`config.mk`:
```
export PLATFORM = sky130hd
export DESIGN_NAME = gamma_backlight_fader
export DESIGN_NICKNAME = d
export VERILOG_FILES = /design/src/sv/gbf_pkg.sv /design/src/sv/gbf_step_unit.sv /design/src/sv/gamma_backlight_fader.sv
export SDC_FILE = /design/constraint.sdc
export NUM_CORES = 1
export LEC_CHECK = 0
export ABC_AREA = 1
export BUFFER_PORTS_ARGS = -buffer_cell sky130_fd_sc_hd__buf_2
export CAP_MARGIN = 25
export CELL_PAD_IN_SITES_DETAIL_PLACEMENT = 0
export CELL_PAD_IN_SITES_GLOBAL_PLACEMENT = 1
export CORE_ASPECT_RATIO = 1.25
export CORE_MARGIN = 4
export CORE_UTILIZATION = 35
export CTS_CLUSTER_DIAMETER = 30
export DETAILED_ROUTE_END_ITERATION = 16
export PLACE_DENSITY = 0.69
export SLEW_MARGIN = 20
export SYNTH_ARGS = -nofsm -noshare
export SYNTH_HDL_FRONTEND = slang
export SYNTH_SLANG_ARGS = --single-unit
```
`constraint.sdc`:
```
create_clock -name i_clk -period 17.2 [get_ports i_clk]
set_clock_uncertainty 0.2 [all_clocks]
set_input_delay 1.72 -clock i_clk [delete_from_list [all_inputs] [get_ports i_clk]]
set_output_delay 1.72 -clock i_clk [all_outputs]
set_load 0.05 [all_outputs]
```
`src/sv/gbf_pkg.sv`:
```
// ----------------------------------------------------------------------------
// gbf_pkg: shared types and constants for the backlight fader
// Operation codes, register indexes, level limits, gamma table, status struct.
// ----------------------------------------------------------------------------
`default_nettype none

package gbf_pkg;

    localparam int FADE_STEPS_DEFAULT = 24;
    localparam int LEVEL_MAX          = 100;
    localparam int LEVEL_RESET        = 100;
    localparam int MIN_PERCENT_RESET  = 5;

    // register index = paddr[2]
    localparam logic [0:0] REG_MIN_PERCENT = 1'b0;

    typedef enum logic [1:0] {
        OP_SET  = 2'd0,
        OP_FADE = 2'd1,
        OP_TICK = 2'd2
    } t_op;

    // state reported with every result item
    typedef struct packed {
        logic       started;
        logic [6:0] level;
        logic       fading;
    } t_status;

    // round(255 * (p/100)^2.2), nonzero levels at least 1
    localparam logic [7:0] GAMMA_ROM [0:100] = '{
          8'd0,   8'd1,   8'd1,   8'd1,   8'd1,   8'd1,   8'd1,   8'd1,   8'd1,   8'd1,
          8'd2,   8'd2,   8'd2,   8'd3,   8'd3,   8'd4,   8'd5,   8'd5,   8'd6,   8'd7,
          8'd7,   8'd8,   8'd9,  8'd10,  8'd11,  8'd12,  8'd13,  8'd14,  8'd15,  8'd17,
         8'd18,  8'd19,  8'd21,  8'd22,  8'd24,  8'd25,  8'd27,  8'd29,  8'd30,  8'd32,
         8'd34,  8'd36,  8'd38,  8'd40,  8'd42,  8'd44,  8'd46,  8'd48,  8'd51,  8'd53,
         8'd55,  8'd58,  8'd60,  8'd63,  8'd66,  8'd68,  8'd71,  8'd74,  8'd77,  8'd80,
         8'd83,  8'd86,  8'd89,  8'd92,  8'd96,  8'd99, 8'd102, 8'd106, 8'd109, 8'd113,
        8'd116, 8'd120, 8'd124, 8'd128, 8'd131, 8'd135, 8'd139, 8'd143, 8'd148, 8'd152,
        8'd156, 8'd160, 8'd165, 8'd169, 8'd174, 8'd178, 8'd183, 8'd188, 8'd192, 8'd197,
        8'd202, 8'd207, 8'd212, 8'd217, 8'd223, 8'd228, 8'd233, 8'd238, 8'd244, 8'd249,
        8'd255
    };

    // raise nonzero levels to the minimum, then clamp to full scale
    function automatic logic [6:0] limit_level(input logic [7:0] p, input logic [6:0] min_p);
        logic [7:0] v;
        v = p;
        if (v != 8'd0 && v < {1'b0, min_p}) begin
            v = {1'b0, min_p};
        end
        if (v > 8'(LEVEL_MAX)) begin
            v = 8'(LEVEL_MAX);
        end
        return v[6:0];
    endfunction

    function automatic logic [7:0] gamma_duty(input logic [6:0] lvl);
        logic [6:0] idx;
        idx = (lvl > 7'(LEVEL_MAX)) ? 7'(LEVEL_MAX) : lvl;
        return GAMMA_ROM[idx];
    endfunction

endpackage

`default_nettype wire

```
`src/sv/gbf_step_unit.sv`:
```
// ----------------------------------------------------------------------------
// gbf_step_unit: level and fade state update
// Holds the fade state and computes the next state for one accepted item per cycle.
// ----------------------------------------------------------------------------
`default_nettype none

module gbf_step_unit
    import gbf_pkg::*;
#(
    parameter int FADE_STEPS = FADE_STEPS_DEFAULT
) (
    input  wire logic        i_clk,
    input  wire logic        i_rst_n,
    input  wire logic        i_accept,
    input  wire logic [1:0]  i_operation,
    input  wire logic [7:0]  i_target_percent,
    input  wire logic [15:0] i_fade_duration_ms,
    input  wire logic [6:0]  i_min_percent,
    output t_status          o_next
);

    localparam int StepW     = $clog2(FADE_STEPS + 1);
    localparam int RemW      = StepW;
    localparam int TickW     = $clog2(65535 / FADE_STEPS + 1);
    localparam int Lg        = $clog2(FADE_STEPS);
    // exact reciprocal: floor(x/N) = (x*M) >> S for x < 2^W, S = W + clog2(N)
    localparam int DiffShift = 7 + Lg;
    localparam int DiffMul   = (2**DiffShift + FADE_STEPS - 1) / FADE_STEPS;
    localparam int DiffProdW = DiffShift + 7;
    localparam int DurShift  = 16 + Lg;
    localparam int DurMul    = (2**DurShift + FADE_STEPS - 1) / FADE_STEPS;
    localparam int DurProdW  = DurShift + TickW;

    logic             r_started, n_started;
    logic [6:0]       r_level,   n_level;
    logic             r_fading,  n_fading;
    logic [6:0]       r_from,    n_from;
    logic [6:0]       r_to,      n_to;
    logic             r_up,      n_up;
    logic [6:0]       r_dq,      n_dq;
    logic [RemW-1:0]  r_dr,      n_dr;
    logic [6:0]       r_q,       n_q;
    logic [RemW-1:0]  r_rem,     n_rem;
    logic [StepW-1:0] r_step,    n_step;
    logic [TickW-1:0] r_ticks,   n_ticks;
    logic [TickW-1:0] r_cd,      n_cd;

    // fade start terms
    logic [6:0]          cur_level;
    logic [6:0]          to_level;
    logic                up;
    logic [6:0]          mag;
    logic [DiffProdW-1:0] diff_prod;
    logic [6:0]          dq;
    logic [6:0]          dq_times_n;
    logic [RemW-1:0]     dr;
    logic [DurProdW-1:0] dur_prod;
    logic [TickW-1:0]    ticks_q;
    logic [TickW-1:0]    ticks_new;
    logic [6:0]          first_v;

    // tick terms
    logic [RemW:0]       rem_sum;
    logic                carry;
    logic [RemW-1:0]     rem_next;
    logic [6:0]          q_next;
    logic [6:0]          step_v;
    logic [TickW-1:0]    cd_dec;

    always_comb begin
        cur_level  = r_started ? r_level : 7'd0;
        to_level   = limit_level(i_target_percent, i_min_percent);
        up         = to_level > cur_level;
        mag        = up ? (to_level - cur_level) : (cur_level - to_level);
        diff_prod  = DiffProdW'(mag) * DiffProdW'(DiffMul);
        dq         = diff_prod[DiffShift +: 7];
        dq_times_n = 7'(dq * 7'(FADE_STEPS));
        dr         = RemW'(mag - dq_times_n);
        dur_prod   = DurProdW'(i_fade_duration_ms) * DurProdW'(DurMul);
        ticks_q    = dur_prod[DurShift +: TickW];
        ticks_new  = (ticks_q == '0) ? TickW'(1) : ticks_q;
        first_v    = up ? (cur_level + dq) : (cur_level - dq);

        rem_sum  = {1'b0, r_rem} + {1'b0, r_dr};
        carry    = rem_sum >= (RemW+1)'(FADE_STEPS);
        rem_next = carry ? RemW'(rem_sum - (RemW+1)'(FADE_STEPS)) : rem_sum[RemW-1:0];
        q_next   = r_q + r_dq + 7'(carry);
        step_v   = r_up ? (r_from + q_next) : (r_from - q_next);
        cd_dec   = (r_cd != '0) ? (r_cd - TickW'(1)) : '0;
    end

    always_comb begin
        n_started = r_started;
        n_level   = r_level;
        n_fading  = r_fading;
        n_from    = r_from;
        n_to      = r_to;
        n_up      = r_up;
        n_dq      = r_dq;
        n_dr      = r_dr;
        n_q       = r_q;
        n_rem     = r_rem;
        n_step    = r_step;
        n_ticks   = r_ticks;
        n_cd      = r_cd;
        if (i_accept) begin
            case (i_operation)
                OP_SET: begin
                    n_started = 1'b1;
                    n_fading  = 1'b0;
                    n_level   = to_level;
                end
                OP_FADE: begin
                    n_started = 1'b1;
                    if (to_level == cur_level) begin
                        n_level  = cur_level;
                        n_fading = 1'b0;
                    end else begin
                        n_from   = cur_level;
                        n_to     = to_level;
                        n_up     = up;
                        n_dq     = dq;
                        n_dr     = dr;
                        n_q      = dq;
                        n_rem    = dr;
                        n_step   = StepW'(1);
                        n_ticks  = ticks_new;
                        n_cd     = ticks_new;
                        n_fading = 1'b1;
                        n_level  = limit_level({1'b0, first_v}, i_min_percent);
                    end
                end
                OP_TICK: begin
                    if (r_fading) begin
                        n_cd = cd_dec;
                        if (cd_dec == '0) begin
                            if (r_step >= StepW'(FADE_STEPS)) begin
                                n_fading = 1'b0;
                                n_level  = r_to;
                            end else begin
                                n_step  = r_step + StepW'(1);
                                n_q     = q_next;
                                n_rem   = rem_next;
                                n_level = limit_level({1'b0, step_v}, i_min_percent);
                                n_cd    = r_ticks;
                            end
                        end
                    end
                end
                default: begin
                end
            endcase
        end
    end

    always_ff @(posedge i_clk) begin
        if (!i_rst_n) begin
            r_started <= 1'b0;
            r_level   <= 7'(LEVEL_RESET);
            r_fading  <= 1'b0;
        end else begin
            r_started <= n_started;
            r_level   <= n_level;
            r_fading  <= n_fading;
        end
    end

    always_ff @(posedge i_clk) begin
        r_from  <= n_from;
        r_to    <= n_to;
        r_up    <= n_up;
        r_dq    <= n_dq;
        r_dr    <= n_dr;
        r_q     <= n_q;
        r_rem   <= n_rem;
        r_step  <= n_step;
        r_ticks <= n_ticks;
        r_cd    <= n_cd;
    end

    assign o_next = '{started: n_started, level: n_level, fading: n_fading};

endmodule

`default_nettype wire

```
`src/sv/gamma_backlight_fader.sv`:
```
// ----------------------------------------------------------------------------
// gamma_backlight_fader: gamma-corrected backlight dimmer with linear fade
// Set, fade and millisecond-tick items in; duty, level and fade flag out.
// ----------------------------------------------------------------------------
// Usage:
//   Input channel (i_valid/o_ready) takes one item per cycle: set level,
//   start fade, or a 1 ms tick (the host sends ticks as items). Each item
//   yields exactly one result item on the output channel (o_valid/i_ready)
//   carrying the state after that update.
//   The result is valid in the cycle after the input item is accepted.
//   Throughput: one item per cycle; the state update is a single registered
//   pass (two constant-reciprocal multiplies in parallel, clamp, add).
//   The gamma table is read from the result register, so duty is a table
//   lookup on the registered level.
//   Stall: a result waiting in the output register does not block the input
//   as long as the receiver takes it in the same cycle; o_ready drops only
//   while the output register is full and i_ready is low.
//   Reset: output register empty, min_percent = 5, level 100, not started
//   (duty 0), no fade running.
//   Config: APB write to address 0 sets min_percent; write only while idle.
// ----------------------------------------------------------------------------
`default_nettype none

module gamma_backlight_fader
    import gbf_pkg::*;
#(
    parameter int FADE_STEPS = FADE_STEPS_DEFAULT
) (
    input  wire logic        i_clk,
    input  wire logic        i_rst_n,
    // input items
    input  wire logic        i_valid,
    output logic             o_ready,
    input  wire logic [1:0]  i_operation,
    input  wire logic [7:0]  i_target_percent,
    input  wire logic [15:0] i_fade_duration_ms,
    // result items
    output logic             o_valid,
    input  wire logic        i_ready,
    output logic [7:0]       o_duty,
    output logic [6:0]       o_level_percent,
    output logic             o_fade_active,
    // config port
    input  wire logic        psel,
    input  wire logic        penable,
    input  wire logic        pwrite,
    input  wire logic [2:0]  paddr,
    input  wire logic [31:0] pwdata,
    output logic [31:0]      prdata,
    output logic             pready
);

    logic       in_accept;
    logic       cfg_write;
    logic [6:0] r_min_percent, n_min_percent;
    logic       r_out_valid,   n_out_valid;
    t_status    r_out,         n_out;
    t_status    step_next;

    // output register empty, or being drained this cycle
    assign o_ready   = !r_out_valid || i_ready;
    assign in_accept = i_valid && o_ready;

    // --- configuration ------------------------------------------------------
    assign pready    = 1'b1;
    assign cfg_write = psel && penable && pwrite && pready;

    always_comb begin
        n_min_percent = r_min_percent;
        if (cfg_write && paddr[2] == REG_MIN_PERCENT) begin
            n_min_percent = pwdata[6:0];
        end
    end

    assign prdata = (paddr[2] == REG_MIN_PERCENT) ? {25'd0, r_min_percent} : 32'd0;

    // --- state update -------------------------------------------------------
    gbf_step_unit #(
        .FADE_STEPS (FADE_STEPS)
    ) u_step (
        .i_clk              (i_clk),
        .i_rst_n            (i_rst_n),
        .i_accept           (in_accept),
        .i_operation        (i_operation),
        .i_target_percent   (i_target_percent),
        .i_fade_duration_ms (i_fade_duration_ms),
        .i_min_percent      (r_min_percent),
        .o_next             (step_next)
    );

    // --- result register ----------------------------------------------------
    always_comb begin
        n_out_valid = r_out_valid;
        n_out       = r_out;
        if (in_accept) begin
            n_out_valid = 1'b1;
            n_out       = step_next;
        end else if (i_ready) begin
            n_out_valid = 1'b0;
        end
    end

    always_ff @(posedge i_clk) begin
        if (!i_rst_n) begin
            r_out_valid   <= 1'b0;
            r_min_percent <= 7'(MIN_PERCENT_RESET);
        end else begin
            r_out_valid   <= n_out_valid;
            r_min_percent <= n_min_percent;
        end
    end

    always_ff @(posedge i_clk) begin
        r_out <= n_out;
    end

    assign o_valid         = r_out_valid;
    assign o_duty          = r_out.started ? gamma_duty(r_out.level) : 8'd0;
    assign o_level_percent = r_out.level;
    assign o_fade_active   = r_out.fading;

    // --- checks -------------------------------------------------------------
    a_accept_gives_result: assert property (@(posedge i_clk) disable iff (!i_rst_n)
        in_accept |=> o_valid)
        else $error("accepted item produced no result");

    a_fade_implies_started: assert property (@(posedge i_clk) disable iff (!i_rst_n)
        (o_valid && o_fade_active) |-> r_out.started)
        else $error("fade active before start");

    a_level_in_range: assert property (@(posedge i_clk) disable iff (!i_rst_n)
        o_valid |-> (o_level_percent <= 7'(LEVEL_MAX)))
        else $error("level above full scale");

    a_nonzero_duty: assert property (@(posedge i_clk) disable iff (!i_rst_n)
        (o_valid && r_out.started && o_level_percent != 7'd0) |-> (o_duty != 8'd0))
        else $error("nonzero level gave zero duty");

endmodule

`default_nettype wire
```
# After elaboration in Yosys (flattened, before gate mapping)
# Memories as Yosys holds them, arrays and structs flattened.
# Cells that the tools add are included.
[totals]
register_bits = 90
mem_bits_ro = 1024
inputBits = 68
memories = 1
[classes]
add_sub_neg = 13
mul = 3
n_lt_le_gt_ge = 11
n_eq_ne = 7
n_mux = 62
n_bitwise = 3
n_reduce_logical = 22
[memory_table]
columns = ["memory", "depth", "width", "read_ports", "rd_clocked_by_memory_dff", "write_ports", "line", "source"]
rows = [
  ["(name not given)", 128, 8, 1, 0, 0, "gbf_pkg.sv:61", "return GAMMA_ROM[idx];"],
]
[op_table]
columns = ["cell", "n"]
rows = [
  ["2-to-1 mux 7 bit", 20],
  ["2-to-1 mux 8 bit", 12],
  ["2-to-1 mux 12 bit", 6],
  ["2-to-1 mux 5 bit", 9],
  ["multiplier 16 x 16 -> 32 bit, second input constant", 1],
  ["> comparator 8 x 7 -> 1 bit, second input constant", 3],
  ["zero test 12 bit", 2],
  ["one-hot mux 12 bit (2 select lines)", 1],
  ["one-hot mux 7 bit (3 select lines)", 1],
  ["subtractor 7 bit", 3],
  ["one-hot mux 5 bit (2 select lines)", 2],
  ["multiplier 7 x 8 -> 15 bit, second input constant", 1],
  ["adder 7 x 3 -> 7 bit", 2],
  ["< comparator 7 bit", 2],
  ["one-hot mux 7 bit (2 select lines)", 1],
  ["nonzero test 7 bit", 2],
  ["nonzero test 12 bit", 1],
  ["subtractor 12 x 1 -> 12 bit, second input constant", 1],
  ["2-to-1 mux 1 bit", 9],
  ["greater-or-equal comparator 8 bit, second input constant", 1],
  ["< comparator 8 x 7 -> 1 bit", 1],
  ["inverter 7 -> 8 bit", 1],
  ["nonzero test 8 bit", 1],
  ["adder 7 x 1 -> 7 bit", 1],
  ["27 further kinds", 37],
]

# Depth between registers and ports, before layout
[depth]
ltp_word = 21
ltp_mapped = 77

# Cells and area by module
# From an unflattened synthesis, not the netlist that was laid out.
[hier_totals]
hier_cells = 1811
hier_area_um2 = 13874.6
[by_module_without_submodules]
columns = ["mod", "n_inst", "cells_each", "area_each_um2"]
rows = [
  ["gbf_step_unit", 1, 1482, 11836.4],
  ["gamma_backlight_fader", 1, 329, 2038.2],
]

# Worst setup path after synthesis
# OpenSTA, ideal clock, no wires.
[synth_timing]
path_kind = "input-to-reg"
from = "input i_target_percent[5]"
to = "register r_out, in the netlist o_level_percent[2], data pin"
arrival_ns = 11.649
slack_ns = 5.101
cell_stages = 63
n_path_buf = 3
cell_sequence = "ha_1 a21o_1 a211oi_1 nand3_1 buf_2 a21oi_1 nand2_1 o21ai_1 nand2_1 nor2_1 inv_1 ha_1 nand2_1 o21ai_2 nand4_1 nand2_1 nand2_2 buf_4 [27 not listed] or2_1 nand2_1 ha_1 nand2_1 nor2_1 a2111oi_0 nand2_2 buf_6 nand2_2 o21ai_2 nor2_1 nand2_1 nand2_2 nand2_2 a21oi_2 nand2_1 nand2_1 inv_1"
[synth_rtl]
columns = ["item", "line", "source"]
rows = [
  ["start: declaration", "gamma_backlight_fader.sv:35", "input wire logic [7:0] i_target_percent,"],
  ["end signal: assignment", "gamma_backlight_fader.sv:114", "r_out <= n_out;"],
  ["end: declaration", "gamma_backlight_fader.sv:57", "t_status r_out, n_out;"],
]

==> flow_summary.yaml <==
sta:
  period_minus_slack_ns: 13.89
  hold_violations: 0
  period_share: 0.808
  worst_pin_slew_ns: 0.879
  slew_viol_final: 0
  grt_setup_unrepaired: "false"
  fmax_mhz: 72.0
  setup_viol: 0
  setup_tns_ns: 0
  relSlewSlack: 0.399
yosys:
  synth-simple-area-share: 0.178
  synth_top_family_by_area: "adder cells"
  synthFlopType: "edfxtp_1"
  synth_fa_ha_area_frac: 0.356
  ys_types: 64
  ys_seq_area_frac: 0.186
  ys_ff_latch: 90
  synth-edff-count: 73
  synth_compound_area_frac: 0.123
  syn-instance-count: 1758
  synth.area.mux_share: 0.000734
  ys_warn_count: 0
  async_flop_share: 0
  syn_area_per_cell_um2: 7.76
  synthXorXnorAreaFrac: 0.0289
  synth_area_um2: 13600
worst_setup_path:
  critPathRequiredTime_ns: 17.11
  arrival_ns: 13.80
  cp_common_cell: "nand2_1"
  start_kind: "input pin"
  cp_slowest_stage_delay_ns: 0.74
  critical_path.max_fanout: 14
  slowest_stage: "a2111oi_0"
  end_kind: "register"
  worstSetupPathType: "in -> reg"
finish:
  fin_util: 0.382
  diodes: 0
  area_growth_pct: 7.47
  nets: 2203
  drive_gt1_frac: 0.0756
drt:
  first_iter_violations: 597
  firstDrtPassIters: 6
  wirelength_um: 35200
  detail_route.wl_per_cell_um: 15.3
  final_antenna_net_count: 0
  vias_per_cell: 4.85
  vias: 11200
  drc_errors: 0
global_route:
  grt_max_degree: 34
  grtUsageTotal: 0.167
  grt_pass1_vias: 11300
  grt_overflow: 0
  grt_pass1_wl_um: 57500
  antenna_found_initial: 0
floorplan:
  core.rowCount: 80
  num_io_pins: 119
  coreArea_um2: 38300
  start_util: 0.356
  fp.dieW_um: 185
  dieHeight_um: 229
  dieArea_um2: 42200
clock_tree:
  cts-resized-gates: 0
  tritoncts: "built"
  cts_max_path_buffers: 2
  root_buffer: "clkbuf_16"
  h-tree-depth: 3
  cts_sinks: 90
  clk_pin_slew_ns: 0.07
  postCtsSetupRepairBufs: 0
  hold_buffers: 0
  cts_buffers: 9
  insertion_delay_ns: 0.35
outcome:
  status: "finished clean"
place:
  hpwl_um: 29900
  place_congestion: 0.904
  port_buffers: 65
flow_run:
  maxCapViolations: 0
min_path:
  hp-class: "reg -> reg"
-- worst max-delay path: cells and delay by family --
kind	cells	cell delay [ns]
AOI/OAI and AO/OA	14	3.06
and+or+nand+nor	23	3.58
buffers and inverters	10	0.97
adders and majority gates	9	3.71
xor gates and xnor gates	3	0.72
-- flip-flops by register name, summed over array words and instances (netlist names), 3 cells and up --
signal	flops
o_level_percent	7
u_step.r_dr	5
u_step.r_from	7
r_min_percent	7
u_step.r_step	5
u_step.r_rem	5
u_step.r_ticks	12
u_step.r_cd	12
u_step.r_q	7
u_step.r_dq	3
u_step.r_to	7
u_step.r_level	7
-- per-stage QoR --
step	hold WS [ns]	instances	cell area, um^2	worst slack, ns
floorplan	0.316	1782	13700	5.10
global placement	0.294	2286	14300	3.08
detailed placement	0.318	2287	14400	2.96
CTS	0.328	2303	14700	3.26
global route	0.345	2303	14700	2.15
finish	0.319	2303	14700	3.31
-- Yosys cell counts (5+ instances only) --
cell / instances / area, um^2
inv_1: 355 / 1330
o211ai_1: 7 / 52.6
dfxtp_1: 17 / 340
nand3_1: 60 / 300
a21oi_1: 119 / 596
xor2_1: 31 / 272
o21ai_1: 18 / 90.1
ha_1: 231 / 2890
fa_1: 98 / 1960
nor2_2: 6 / 37.5
nor2_1: 137 / 514
nand2_1: 297 / 1110
edfxtp_1: 73 / 2190
a31oi_1: 5 / 31.3
inv_2: 9 / 33.8
nand4_1: 18 / 113
o22ai_1: 6 / 37.5
buf_4: 35 / 263
clkbuf_1: 18 / 67.6
xnor2_1: 14 / 123
o21ai_2: 5 / 43.8
nand2_2: 10 / 62.6
nor3_1: 17 / 85.1
o21ai_0: 91 / 455
-- worst paths after layout --
kind / start / to / slack [ns] / depth (start not counted)
max reg2reg: r_min_percent[5] / o_level_percent[3] / 4.20 / 59
max: i_target_percent[5] / o_level_percent[3] / 3.31 / 59
min reg2reg: o_valid / o_valid / 0.32 / 2
min: o_valid / o_valid / 0.32 / 2
-- final cells by class --
| cell class | count | area [um^2] |
|---|---|---|
| Fill cell | 4084 | 23700 |
| Multi-Input combinational cell | 1268 | 9470 |
| Sequential cell | 90 | 2530 |
| Inverter | 367 | 1380 |
| Tap cell | 492 | 616 |
| Timing Repair Buffer | 70 | 383 |
| Clock buffer | 9 | 225 |
| Clock inverter | 7 | 60.1 |
-- layer usage --
metal | wire length, um | GRT usage | up-vias
li1 | - | - | 5743
met1 | 15200 | 0.207 | 5205
met2 | 18000 | 0.308 | 186
met3 | 951 | 0.0143 | 46
met4 | 1010 | 0.0469 | 0
met5 | 0 | 0 | -
-- cells in the final DEF, fill, tap and decap left out, types with 3 or more instances in the layout --
cell type / instances
nor2_2: 6
a22oi_1: 3
o21ai_1: 18
o22ai_1: 6
a21oi_1: 119
o21ai_0: 91
nand3b_1: 3
o21ai_2: 5
o221ai_1: 4
or2_2: 4
fa_1: 98
clkinv_1: 3
a21oi_2: 4
buf_4: 4
nor4_1: 4
edfxtp_1: 73
nand2_1: 297
nor3_1: 17
dfxtp_1: 17
conb_1: 26
inv_1: 355
clkbuf_16: 9
nand4_1: 18
a21o_1: 4
nand3_1: 60
xnor2_1: 14
xor2_1: 31
nand2_2: 10
nor2_1: 136
o211ai_1: 7
inv_2: 9
a211oi_1: 3
buf_2: 65
o21bai_1: 4
nand3_2: 3
a31oi_1: 5
o21a_1: 4
ha_1: 231
-- kinds of logic after synthesis --
family	after synthesis
AND/OR/NAND/NOR	572
buffers and inverters	424
adder cells (fa/ha/maj)	329
AO/OA/AOI/OAI	295
flip-flops	90
XOR/XNOR	45
other	2
multiplexers	1
Power is left out: the tool's default activity adds up to more than one toggle a clock period on the data nets, which glitch-free logic cannot reach.
